File: config.mk
export PLATFORM = sky130hd
export DESIGN_NAME = char_lcd_nibble_write_sequencer_flat
export DESIGN_NICKNAME = d
export VERILOG_FILES = /design/src/hdl/clnws_pkg.sv /design/src/hdl/clnws_if.sv /design/src/hdl/char_lcd_nibble_write_sequencer.sv /design/src/flat_wrapper.sv
export SDC_FILE = /design/constraint.sdc
export NUM_CORES = 1
export LEC_CHECK = 0
export BUFFER_PORTS_ARGS = -buffer_cell sky130_fd_sc_hd__buf_2
export CAP_MARGIN = 20
export CORE_UTILIZATION = 54
export DETAILED_ROUTE_END_ITERATION = 6
export PLACE_DENSITY_LB_ADDON = 0.25
export SYNTH_ARGS = -nofsm -noshare
export SYNTH_HDL_FRONTEND = slang
export SYNTH_SLANG_ARGS = --single-unit
File: constraint.sdc
create_clock -name i_clk -period 14.75 [get_ports i_clk]
set_input_delay 3.6875 -clock i_clk [delete_from_list [all_inputs] [get_ports i_clk]]
set_output_delay 3.6875 -clock i_clk [all_outputs]
set_load 0.1 [all_outputs]
File: src/hdl/clnws_pkg.sv
// ----------------------------------------------------------------------------
// clnws_pkg
// Types and constants shared by the 4-bit character LCD write sequencer.
// ----------------------------------------------------------------------------
package clnws_pkg;

    // request codes carried in the func field
    localparam logic [1:0] FUNC_TICK = 2'd0;
    localparam logic [1:0] FUNC_CMD  = 2'd1;
    localparam logic [1:0] FUNC_DATA = 2'd2;
    localparam logic [1:0] FUNC_INIT = 2'd3;

    // configuration register indexes
    localparam int unsigned CFG_IDX_W = 3;
    localparam logic [CFG_IDX_W-1:0] REG_ENABLE_HIGH    = 3'd0;
    localparam logic [CFG_IDX_W-1:0] REG_ENABLE_GAP     = 3'd1;
    localparam logic [CFG_IDX_W-1:0] REG_SHORT_WAIT     = 3'd2;
    localparam logic [CFG_IDX_W-1:0] REG_LONG_WAIT      = 3'd3;
    localparam logic [CFG_IDX_W-1:0] REG_POWERUP        = 3'd4;
    localparam logic [CFG_IDX_W-1:0] REG_INIT_FIRST_GAP = 3'd5;
    localparam logic [CFG_IDX_W-1:0] REG_INIT_NEXT_GAP  = 3'd6;
    localparam int unsigned CFG_DATA_W = 16;

    // sequencer phases
    localparam logic [2:0] PH_IDLE    = 3'd0;
    localparam logic [2:0] PH_POWERUP = 3'd1;
    localparam logic [2:0] PH_EN_HIGH = 3'd2;
    localparam logic [2:0] PH_EN_GAP  = 3'd3;
    localparam logic [2:0] PH_POST    = 3'd4;

    // init progress codes
    localparam logic [3:0] STEP_NONE       = 4'd0;
    localparam logic [3:0] STEP_NIB_FIRST  = 4'd1;
    localparam logic [3:0] STEP_NIB_NEXT   = 4'd3;
    localparam logic [3:0] STEP_NIB_LAST   = 4'd4;
    localparam logic [3:0] STEP_CMD_FIRST  = 4'd5;
    localparam logic [3:0] STEP_CMD_LAST   = 4'd8;
    localparam logic [3:0] STEP_CLEAR_WAIT = 4'd9;

    // init nibbles and commands
    localparam logic [3:0] NIB_WAKE     = 4'h3;
    localparam logic [3:0] NIB_FOUR_BIT = 4'h2;
    localparam logic [7:0] INIT_CMDS [4] = '{8'h28, 8'h06, 8'h0F, 8'h01};
    localparam logic [7:0] CMD_LONG_LIMIT = 8'd4;

    typedef struct packed {
        logic [7:0]  enable_high;
        logic [15:0] enable_gap;
        logic [15:0] short_wait;
        logic [15:0] long_wait;
        logic [15:0] powerup;
        logic [15:0] init_first_gap;
        logic [15:0] init_next_gap;
    } t_cfg;

    typedef struct packed {
        logic [2:0]  phase;
        logic [15:0] wait_count;
        logic [7:0]  held_byte;
        logic        low_nibble_next;
        logic [3:0]  init_step;
        logic        rs_level;
        logic        enable_level;
        logic [3:0]  data_level;
    } t_state;

    typedef struct packed {
        logic       pin_rs;
        logic       pin_enable;
        logic [3:0] pin_data;
        logic       busy_res;
        logic       rejected;
    } t_result;

endpackage

File: src/hdl/clnws_if.sv
// ----------------------------------------------------------------------------
// clnws channel interfaces
// Request, result and configuration channels with valid/ready handshakes.
// ----------------------------------------------------------------------------

// request channel
interface clnws_in_if import clnws_pkg::*; ();
    logic       valid;
    logic       ready;
    logic [1:0] func;
    logic [7:0] byte_value;

    modport source (output valid, output func, output byte_value, input ready);
    modport sink (input valid, input func, input byte_value, output ready);
endinterface

// result channel
interface clnws_out_if import clnws_pkg::*; ();
    logic       valid;
    logic       ready;
    logic       pin_rs;
    logic       pin_enable;
    logic [3:0] pin_data;
    logic       busy_res;
    logic       rejected;

    modport source (output valid, output pin_rs, output pin_enable, output pin_data,
                    output busy_res, output rejected, input ready);
    modport sink (input valid, input pin_rs, input pin_enable, input pin_data,
                  input busy_res, input rejected, output ready);
endinterface

// configuration write channel
interface clnws_cfg_if import clnws_pkg::*; ();
    logic                  valid;
    logic                  ready;
    logic [CFG_IDX_W-1:0]  index;
    logic [CFG_DATA_W-1:0] data;

    modport source (output valid, output index, output data, input ready);
    modport sink (input valid, input index, input data, output ready);
endinterface

File: src/hdl/char_lcd_nibble_write_sequencer.sv
// ----------------------------------------------------------------------------
// char_lcd_nibble_write_sequencer
// Sends command and data bytes to a character LCD as two nibbles each over a
// 4-bit bus, timed by microsecond tick beats, with a built-in init sequence.
// ----------------------------------------------------------------------------
//  channel  | dir | port   | beat
//  ---------+-----+--------+------------------------------------------------
//  request  | in  | i_in   | func, byte_value (tick, command, data, init)
//  result   | out | o_out  | pin_rs, pin_enable, pin_data, busy_res, rejected
//  config   | in  | i_cfg  | index, data (register write)
//
//  One request beat is taken every cycle while the result side is not stalled;
//  its result beat is registered and appears the cycle after acceptance.
//  A request is taken while the result register is empty or being drained,
//  so a stalled result holds the request side only until it is taken.
//  Zero-length waits are resolved within the same beat by a short chain of
//  at most five phase steps ahead of the state register.
//  Reset (i_rst_n low, synchronous) clears the sequencer to idle with all
//  pins low and loads the default timing registers. Config is always ready.
// ----------------------------------------------------------------------------
module char_lcd_nibble_write_sequencer
    import clnws_pkg::*;
(
    input  logic        i_clk,
    input  logic        i_rst_n,
    clnws_in_if.sink    i_in,
    clnws_out_if.source o_out,
    clnws_cfg_if.sink   i_cfg
);

    localparam int unsigned SETTLE_STEPS = 5;

    t_cfg    r_cfg;
    t_state  r_st, n_st;
    t_result r_res, n_res;
    logic    r_out_valid;
    logic    w_in_acc;
    logic    w_out_acc;

    // put a nibble on the pins and raise enable
    function automatic t_state f_start_nibble(t_state s, logic [3:0] nib, logic rs,
                                              t_cfg c);
        t_state r;
        r = s;
        r.rs_level     = rs;
        r.data_level   = nib;
        r.enable_level = 1'b1;
        r.phase        = PH_EN_HIGH;
        r.wait_count   = (c.enable_high == 8'd0) ? 16'd1 : {8'd0, c.enable_high};
        return r;
    endfunction

    function automatic t_state f_start_byte(t_state s, logic [7:0] b, logic rs, t_cfg c);
        t_state r;
        r = s;
        r.held_byte       = b;
        r.low_nibble_next = 1'b1;
        return f_start_nibble(r, b[7:4], rs, c);
    endfunction

    // one phase step once the current wait has run out
    function automatic t_state f_advance(t_state s, t_cfg c);
        t_state     r;
        logic [3:0] v_idx;
        r = s;
        v_idx = '0;
        unique case (s.phase)
            PH_POWERUP: begin
                r.init_step = STEP_NIB_FIRST;
                r = f_start_nibble(r, NIB_WAKE, 1'b0, c);
            end
            PH_EN_HIGH: begin
                r.enable_level = 1'b0;
                r.phase        = PH_EN_GAP;
                r.wait_count   = c.enable_gap;
            end
            PH_EN_GAP: begin
                r.phase = PH_POST;
                if (s.init_step >= STEP_NIB_FIRST && s.init_step <= STEP_NIB_LAST) begin
                    if (s.init_step == STEP_NIB_FIRST) begin
                        r.wait_count = c.init_first_gap;
                    end else if (s.init_step <= STEP_NIB_NEXT) begin
                        r.wait_count = c.init_next_gap;
                    end else begin
                        r.wait_count = '0;
                    end
                end else if (s.low_nibble_next) begin
                    r.low_nibble_next = 1'b0;
                    r = f_start_nibble(r, s.held_byte[3:0], s.rs_level, c);
                end else begin
                    r.wait_count = (!s.rs_level && s.held_byte < CMD_LONG_LIMIT)
                                   ? c.long_wait : c.short_wait;
                end
            end
            PH_POST: begin
                if (s.init_step >= STEP_NIB_FIRST && s.init_step <= STEP_NIB_NEXT) begin
                    r.init_step = s.init_step + 4'd1;
                    r = f_start_nibble(r, (r.init_step == STEP_NIB_LAST) ? NIB_FOUR_BIT
                                       : NIB_WAKE, 1'b0, c);
                end else if (s.init_step >= STEP_NIB_LAST &&
                             s.init_step < STEP_CMD_LAST) begin
                    r.init_step = s.init_step + 4'd1;
                    v_idx = r.init_step - STEP_CMD_FIRST;
                    r = f_start_byte(r, INIT_CMDS[v_idx[1:0]], 1'b0, c);
                end else if (s.init_step == STEP_CMD_LAST) begin
                    r.init_step  = STEP_CLEAR_WAIT;
                    r.wait_count = c.long_wait;
                end else begin
                    r.init_step  = STEP_NONE;
                    r.phase      = PH_IDLE;
                    r.wait_count = '0;
                end
            end
            default: begin
                r.phase      = PH_IDLE;
                r.wait_count = '0;
            end
        endcase
        return r;
    endfunction

    assign w_in_acc   = i_in.valid && i_in.ready;
    assign w_out_acc  = r_out_valid && o_out.ready;
    assign i_in.ready = !r_out_valid || o_out.ready;
    assign i_cfg.ready = 1'b1;

    // apply the request, then pass any waits that are already over
    always_comb begin
        n_st  = r_st;
        n_res = '0;
        if (i_in.func == FUNC_TICK) begin
            if (r_st.phase != PH_IDLE && r_st.wait_count != 16'd0) begin
                n_st.wait_count = r_st.wait_count - 16'd1;
            end
        end else if (r_st.phase != PH_IDLE) begin
            n_res.rejected = 1'b1;
        end else if (i_in.func == FUNC_CMD) begin
            n_st.init_step = STEP_NONE;
            n_st = f_start_byte(n_st, i_in.byte_value, 1'b0, r_cfg);
        end else if (i_in.func == FUNC_DATA) begin
            n_st.init_step = STEP_NONE;
            n_st = f_start_byte(n_st, i_in.byte_value, 1'b1, r_cfg);
        end else begin
            n_st.init_step       = STEP_NONE;
            n_st.low_nibble_next = 1'b0;
            n_st.phase           = PH_POWERUP;
            n_st.wait_count      = r_cfg.powerup;
        end
        for (int k = 0; k < SETTLE_STEPS; k++) begin
            if (n_st.phase != PH_IDLE && n_st.wait_count == 16'd0) begin
                n_st = f_advance(n_st, r_cfg);
            end
        end
        n_res.pin_rs     = n_st.rs_level;
        n_res.pin_enable = n_st.enable_level;
        n_res.pin_data   = n_st.data_level;
        n_res.busy_res   = (n_st.phase != PH_IDLE);
    end

    // sequencer state
    always_ff @(posedge i_clk) begin
        if (!i_rst_n) begin
            r_st <= '0;
        end else if (w_in_acc) begin
            r_st <= n_st;
        end
    end

    // result register
    always_ff @(posedge i_clk) begin
        if (!i_rst_n) begin
            r_out_valid <= 1'b0;
        end else if (w_in_acc) begin
            r_out_valid <= 1'b1;
        end else if (w_out_acc) begin
            r_out_valid <= 1'b0;
        end
    end

    always_ff @(posedge i_clk) begin
        if (w_in_acc) begin
            r_res <= n_res;
        end
    end

    assign o_out.valid      = r_out_valid;
    assign o_out.pin_rs     = r_res.pin_rs;
    assign o_out.pin_enable = r_res.pin_enable;
    assign o_out.pin_data   = r_res.pin_data;
    assign o_out.busy_res   = r_res.busy_res;
    assign o_out.rejected   = r_res.rejected;

    // timing registers
    always_ff @(posedge i_clk) begin
        if (!i_rst_n) begin
            r_cfg.enable_high    <= 8'd1;
            r_cfg.enable_gap     <= 16'd100;
            r_cfg.short_wait     <= 16'd40;
            r_cfg.long_wait      <= 16'd2000;
            r_cfg.powerup        <= 16'd20000;
            r_cfg.init_first_gap <= 16'd5000;
            r_cfg.init_next_gap  <= 16'd150;
        end else if (i_cfg.valid && i_cfg.ready) begin
            unique case (i_cfg.index)
                REG_ENABLE_HIGH:    r_cfg.enable_high    <= i_cfg.data[7:0];
                REG_ENABLE_GAP:     r_cfg.enable_gap     <= i_cfg.data;
                REG_SHORT_WAIT:     r_cfg.short_wait     <= i_cfg.data;
                REG_LONG_WAIT:      r_cfg.long_wait      <= i_cfg.data;
                REG_POWERUP:        r_cfg.powerup        <= i_cfg.data;
                REG_INIT_FIRST_GAP: r_cfg.init_first_gap <= i_cfg.data;
                REG_INIT_NEXT_GAP:  r_cfg.init_next_gap  <= i_cfg.data;
                default: ;
            endcase
        end
    end

    // enable is only ever high during the strobe phase
    a_enable_in_strobe: assert property (@(posedge i_clk) disable iff (!i_rst_n)
        r_st.enable_level |-> r_st.phase == PH_EN_HIGH)
        else $error("enable high outside strobe phase");

    // a busy sequencer always has time left to wait
    a_busy_has_wait: assert property (@(posedge i_clk) disable iff (!i_rst_n)
        r_st.phase != PH_IDLE |-> r_st.wait_count != 16'd0)
        else $error("busy with an expired wait");

    // a dropped request is only reported while busy
    a_reject_when_busy: assert property (@(posedge i_clk) disable iff (!i_rst_n)
        r_out_valid && r_res.rejected |-> r_res.busy_res)
        else $error("rejected while idle");

    // an accepted non-tick request from idle always starts work
    a_request_starts: assert property (@(posedge i_clk) disable iff (!i_rst_n)
        w_in_acc && i_in.func != FUNC_TICK && r_st.phase == PH_IDLE
        |=> r_st.phase != PH_IDLE)
        else $error("request from idle did not start");

    // init progress stays within its sequence
    a_init_step_range: assert property (@(posedge i_clk) disable iff (!i_rst_n)
        r_st.init_step <= STEP_CLEAR_WAIT)
        else $error("init step out of range");

endmodule
File: src/flat_wrapper.sv
// flat-port wrapper written by rule: the top's interface ports become plain ports
module char_lcd_nibble_write_sequencer_flat import clnws_pkg::*;
  (i_clk, i_rst_n, i_in_valid, i_in_func, i_in_byte_value, i_in_ready, o_out_valid, o_out_pin_rs, o_out_pin_enable, o_out_pin_data, o_out_busy_res, o_out_rejected, o_out_ready, i_cfg_valid, i_cfg_index, i_cfg_data, i_cfg_ready);
  clnws_in_if i_in_i ();
  clnws_out_if o_out_i ();
  clnws_cfg_if i_cfg_i ();
  input  logic i_clk;
  input  logic i_rst_n;
  input wire logic [$bits(i_in_i.valid)-1:0] i_in_valid;
  input wire logic [$bits(i_in_i.func)-1:0] i_in_func;
  input wire logic [$bits(i_in_i.byte_value)-1:0] i_in_byte_value;
  output wire logic [$bits(i_in_i.ready)-1:0] i_in_ready;
  output wire logic [$bits(o_out_i.valid)-1:0] o_out_valid;
  output wire logic [$bits(o_out_i.pin_rs)-1:0] o_out_pin_rs;
  output wire logic [$bits(o_out_i.pin_enable)-1:0] o_out_pin_enable;
  output wire logic [$bits(o_out_i.pin_data)-1:0] o_out_pin_data;
  output wire logic [$bits(o_out_i.busy_res)-1:0] o_out_busy_res;
  output wire logic [$bits(o_out_i.rejected)-1:0] o_out_rejected;
  input wire logic [$bits(o_out_i.ready)-1:0] o_out_ready;
  input wire logic [$bits(i_cfg_i.valid)-1:0] i_cfg_valid;
  input wire logic [$bits(i_cfg_i.index)-1:0] i_cfg_index;
  input wire logic [$bits(i_cfg_i.data)-1:0] i_cfg_data;
  output wire logic [$bits(i_cfg_i.ready)-1:0] i_cfg_ready;
  assign i_in_i.valid = i_in_valid;
  assign i_in_i.func = i_in_func;
  assign i_in_i.byte_value = i_in_byte_value;
  assign i_in_ready = i_in_i.ready;
  assign o_out_valid = o_out_i.valid;
  assign o_out_pin_rs = o_out_i.pin_rs;
  assign o_out_pin_enable = o_out_i.pin_enable;
  assign o_out_pin_data = o_out_i.pin_data;
  assign o_out_busy_res = o_out_i.busy_res;
  assign o_out_rejected = o_out_i.rejected;
  assign o_out_i.ready = o_out_ready;
  assign i_cfg_i.valid = i_cfg_valid;
  assign i_cfg_i.index = i_cfg_index;
  assign i_cfg_i.data = i_cfg_data;
  assign i_cfg_ready = i_cfg_i.ready;
  char_lcd_nibble_write_sequencer u_core (.i_clk(i_clk), .i_rst_n(i_rst_n), .i_in(i_in_i), .o_out(o_out_i), .i_cfg(i_cfg_i));
endmodule
==> impl_summary.md <==
Global routing
The first global-routing pass estimated 83.3 mm of wire. The pin count of the biggest net entering global routing is 96. The global-route congestion overflow total is 0. The number of global-route vias before repair came to 12900.

Global routing used ~51% of the available tracks. The number of antenna violations at the first check in global routing came to 6.

Drt
In this run the remaining antenna-violating nets after routing total 0. The vias per cell is 7.27. In the final routing, the length of wire on met1 measures 21.2 mm. For this block, the routed nets add up to 56.7 mm of wire.

The routed length per placed instance is between 20 and 30 µm. The pre-antenna-repair detailed-routing pass consisted of 7 iterations. The amount of wire on met3 after detailed routing is ~8 mm. The highest routing layer actually used is met5. For this block, the via count after detailed routing is 14300. In the detailed route, the total length drawn on met2 is about 23 mm. In the routed design, unresolved DRC markers number 0.

The first routing iteration left 2063 violations.

Critical path
Among all stages on the critical path, the largest delay is contributed by sky130_fd_sc_hd__nor4_2. The highest fanout seen on the critical path is 21. The data required time of the critical path is 14.95 ns. The kind of start point of the critical path is an input port.

Data arrives at the worst endpoint at 14.26 ns. The setup slack of the worst register-to-register path is 3.50 ns. The kind of end point of the critical path is a flop. For this run, the slowest stage of the critical path takes 0.95 ns. The worst setup path is of the input port to flop kind.

Clock tree
The maximum clock insertion buffer count is 2. The buffer cell driving the clock tree root is sky130_fd_sc_hd__clkbuf_16. The number of buffers added for setup after CTS is 0. The number of clock buffers inserted by TritonCTS is 17.

For the worst-skew pair, the clock arrives at the later sink with an insertion delay of ~0.45 ns. The number of gates resized after CTS is 0. After clock tree synthesis, the clock-pin slew on the worst setup and hold paths is approximately 0.080 ns. The quantity of hold-fixing buffers added after cts is 0. In this run the number of H-tree levels came out at 4.

Clock tree synthesis found a total of 151 sinks. The TritonCTS clock tree is yes.

Final layout
Cells with a size suffix above 1 make up 12.3% of the layout. The post-layout net count is ~1700. The number of filler cells placed in the layout is 1998. Summing all multi-input logic gate instances after layout gives just over 8000 µm².

Once layout is complete, the cells apart from fillers number 1965. The layout overhead on the synthesized area is 9.51%. In the final layout, flip-flops and latches occupy roughly 3100 µm².

Timing
The number of pins with negative max-slew slack in the final report was 0. Summed over all failing endpoints, the final setup total negative slack is 0 ns. Setup repair after global routing left no endpoint under its margin.

Setup violations remaining at the end of the flow were counted as 0. The total count of hold-check failures in the final report is 0. The transition time at the pin with the least slew margin is 1.16 ns. On the final layout, the worst clock skew is 0.0186 ns. Static timing analysis puts the maximum clock frequency at 0.0711 GHz. In this run the tightest slew margin relative to its limit is 22.4%. The worst path needs 14.06 ns of the cycle, external delays included. The final critical path takes up 95.4% of the cycle.

Power
The power per cell area is between 100 and 150 nW/µm². Overall power consumption after layout is estimated at 1420 µW. The leakage power total is 0.00480 µW. The worst supply voltage drop on vdd is 0.104 mV.

Die
The core outline area is 21300 µm². Once the floorplan was initialized, standard cells occupied 55.8% of the core. The total number of placement rows is 53. The height of the die is roughly 150 µm. The floorplan step set the die width to 150 µm. During I/O placement, the number of pins put on the boundary was 45. The floorplan die area is between 20000 and 25000 µm².

Min path
In this run the worst hold path is classified as flop to flop.

Placement
At the end of routability-driven placement, the weighted congestion stood at roughly 1.2. Counting tap cells, the placed design contains a total of a little under 2000 instances. Buffers placed on the I/O ports in this run total 43. Summed over all nets, the half-perimeter wirelength after detailed placement is 42.5 mm.

Logic synthesis
The number of flops mapped to enable cells by yosys is 8. Among all flip-flop cells after synthesis, the most frequent one is sky130_fd_sc_hd__dfxtp_1. When the netlist entered floorplanning its net count stood at about 1700. The part of the Yosys area used for sequential elements is 26.1%.

The distinct cell type count of the synthesized netlist is 93. Counting flops with an async set or reset pin after synthesis yields a share of 0%. After synthesis, the mean cell area works out to 7.09 µm². In this run the cell area of the synthesized design comes to approximately 12000 µm². The synthesis warning total is 0. In the synthesized netlist, the number of instances is between 1500 and 2000. The number of register bits inferred by synthesis is between 150 and 200.

Outcome
The flow ran to the end, and the final reports show no timing, DRC or antenna violations.

Flow run
The max-capacitance violation count is 0.
per-stage QoR:
stage	hold WS [ns]	util [%]	setup slack [ns]	cell area, µm²
6_report	0.461	61.1	0.686	13000
5_1_grt	0.469	61.1	0.346	13000
3_3_place_gp	0.444	57.9	1.21	12300
3_5_place_dp	0.450	58.0	0.737	12300
2_1_floorplan	0.431	-	1.96	11900
4_1_cts	0.460	61.0	1.17	13000
critical path, delay by kind of cell:
family,cells,cell delay [ns]
and+or+nand+nor,12,4.08
adders and majority gates,4,0.97
AOI/OAI and AO/OA,12,3.60
buffers and inverters,10,1.90
cells by family after synthesis:
logic type	synth area share, %
other	0.0316
xor gates and xnor gates	0.295
muxes	8.84
and+or+nand+nor	28.7
adders and majority gates	2.11
AOI/OAI and AO/OA	29.1
buffers and inverters	4.87
DFF	26.1
layer usage:
layer / GRT usage, % / vias to the layer above
met2: 73.0 / 1235
met1: 63.4 / 6595
met3: 18.0 / 278
li1: - / 6167
met4: 33.4 / 8
met5: 0 / -
path summary, 6_finish.rpt:
check / start / endpoint / depth (start not counted)
worst max-delay path: i_in_func[0] / u_core.o_out.busy_res$_DFFE_PP_ / 38
worst min-delay path: u_core.r_st[2]$_SDFFE_PN0P_ / u_core.r_st[2]$_SDFFE_PN0P_ / 2
worst max register to register: u_core.r_st[19]$_SDFFE_PN0P_ / u_core.o_out.busy_res$_DFFE_PP_ / 37
worst min register to register: u_core.r_st[2]$_SDFFE_PN0P_ / u_core.r_st[2]$_SDFFE_PN0P_ / 2
power breakdown:
part / total [µW] / internal, µW / leakage (µW) / switching, µW
Sequential: 457 / 429 / 0.00124 / 28.0
Combinational: 488 / 151 / 0.00325 / 338
Clock: 479 / 237 / 0.000306 / 242
Total: 1420 / 816 / 0.00480 / 608
cell usage in the layout (no fill, tap or decap), types with 14 or more instances in the layout:
| master | count |
|---|---|
| sky130_fd_sc_hd__nand2_1 | 330 |
| sky130_fd_sc_hd__a21oi_1 | 172 |
| sky130_fd_sc_hd__dfxtp_1 | 143 |
| sky130_fd_sc_hd__nor2_1 | 139 |
| sky130_fd_sc_hd__o21ai_0 | 93 |
| sky130_fd_sc_hd__nand3_1 | 69 |
| sky130_fd_sc_hd__mux2i_1 | 55 |
| sky130_fd_sc_hd__nor3_1 | 50 |
| sky130_fd_sc_hd__buf_4 | 46 |
| sky130_fd_sc_hd__buf_2 | 43 |
| sky130_fd_sc_hd__mux2_2 | 41 |
| sky130_fd_sc_hd__inv_1 | 31 |
| sky130_fd_sc_hd__a211oi_1 | 24 |
| sky130_fd_sc_hd__a22oi_1 | 24 |
| sky130_fd_sc_hd__o211ai_1 | 22 |
| sky130_fd_sc_hd__ha_1 | 20 |
| sky130_fd_sc_hd__a31oi_1 | 18 |
| sky130_fd_sc_hd__a21o_1 | 17 |
| sky130_fd_sc_hd__clkbuf_16 | 17 |
| sky130_fd_sc_hd__nand4_1 | 16 |
| sky130_fd_sc_hd__nand2b_1 | 15 |
| sky130_fd_sc_hd__nor4_1 | 14 |
| sky130_fd_sc_hd__or3_1 | 14 |
sequential cells by signal, indices dropped and copies added, names as in the netlist:
| name | flops |
|---|---|
| u_core.o_out.busy_res | 1 |
| u_core.o_out.pin_data | 4 |
| u_core.o_out.pin_enable | 1 |
| u_core.o_out.pin_rs | 1 |
| u_core.o_out.rejected | 1 |
| u_core.o_out.valid | 1 |
| u_core.r_cfg | 104 |
| u_core.r_st | 38 |
area by class of cell:
type	count	share of cell area [%]
multi-input cells	1381	63.1
flip-flops and latches	151	23.9
repair buffers	92	4.54
clock buffers	17	3.27
well taps	275	2.64
clock inverters	15	1.61
inverters	33	0.962
diodes	1	0.0192
synthesized netlist by cell type, types with 17 or more instances:
library cell	instances	area share (%)
sky130_fd_sc_hd__o211ai_1	22	1.4
sky130_fd_sc_hd__a22oi_1	24	1.5
sky130_fd_sc_hd__dfxtp_1	143	24
sky130_fd_sc_hd__inv_1	31	0.98
sky130_fd_sc_hd__mux2_2	41	3.9
sky130_fd_sc_hd__nand3_1	69	2.9
sky130_fd_sc_hd__a31oi_1	18	0.95
sky130_fd_sc_hd__clkbuf_1	90	2.8
sky130_fd_sc_hd__o21ai_0	93	3.9
sky130_fd_sc_hd__a211oi_1	24	1.5
sky130_fd_sc_hd__nor3_1	51	2.1
sky130_fd_sc_hd__nor2_1	139	4.4
sky130_fd_sc_hd__ha_1	20	2.1
sky130_fd_sc_hd__mux2i_1	55	4.6
sky130_fd_sc_hd__a21o_1	17	1.1
sky130_fd_sc_hd__a21oi_1	172	7.2
sky130_fd_sc_hd__nand2_1	330	10
(Power assumes the default switching activity.)
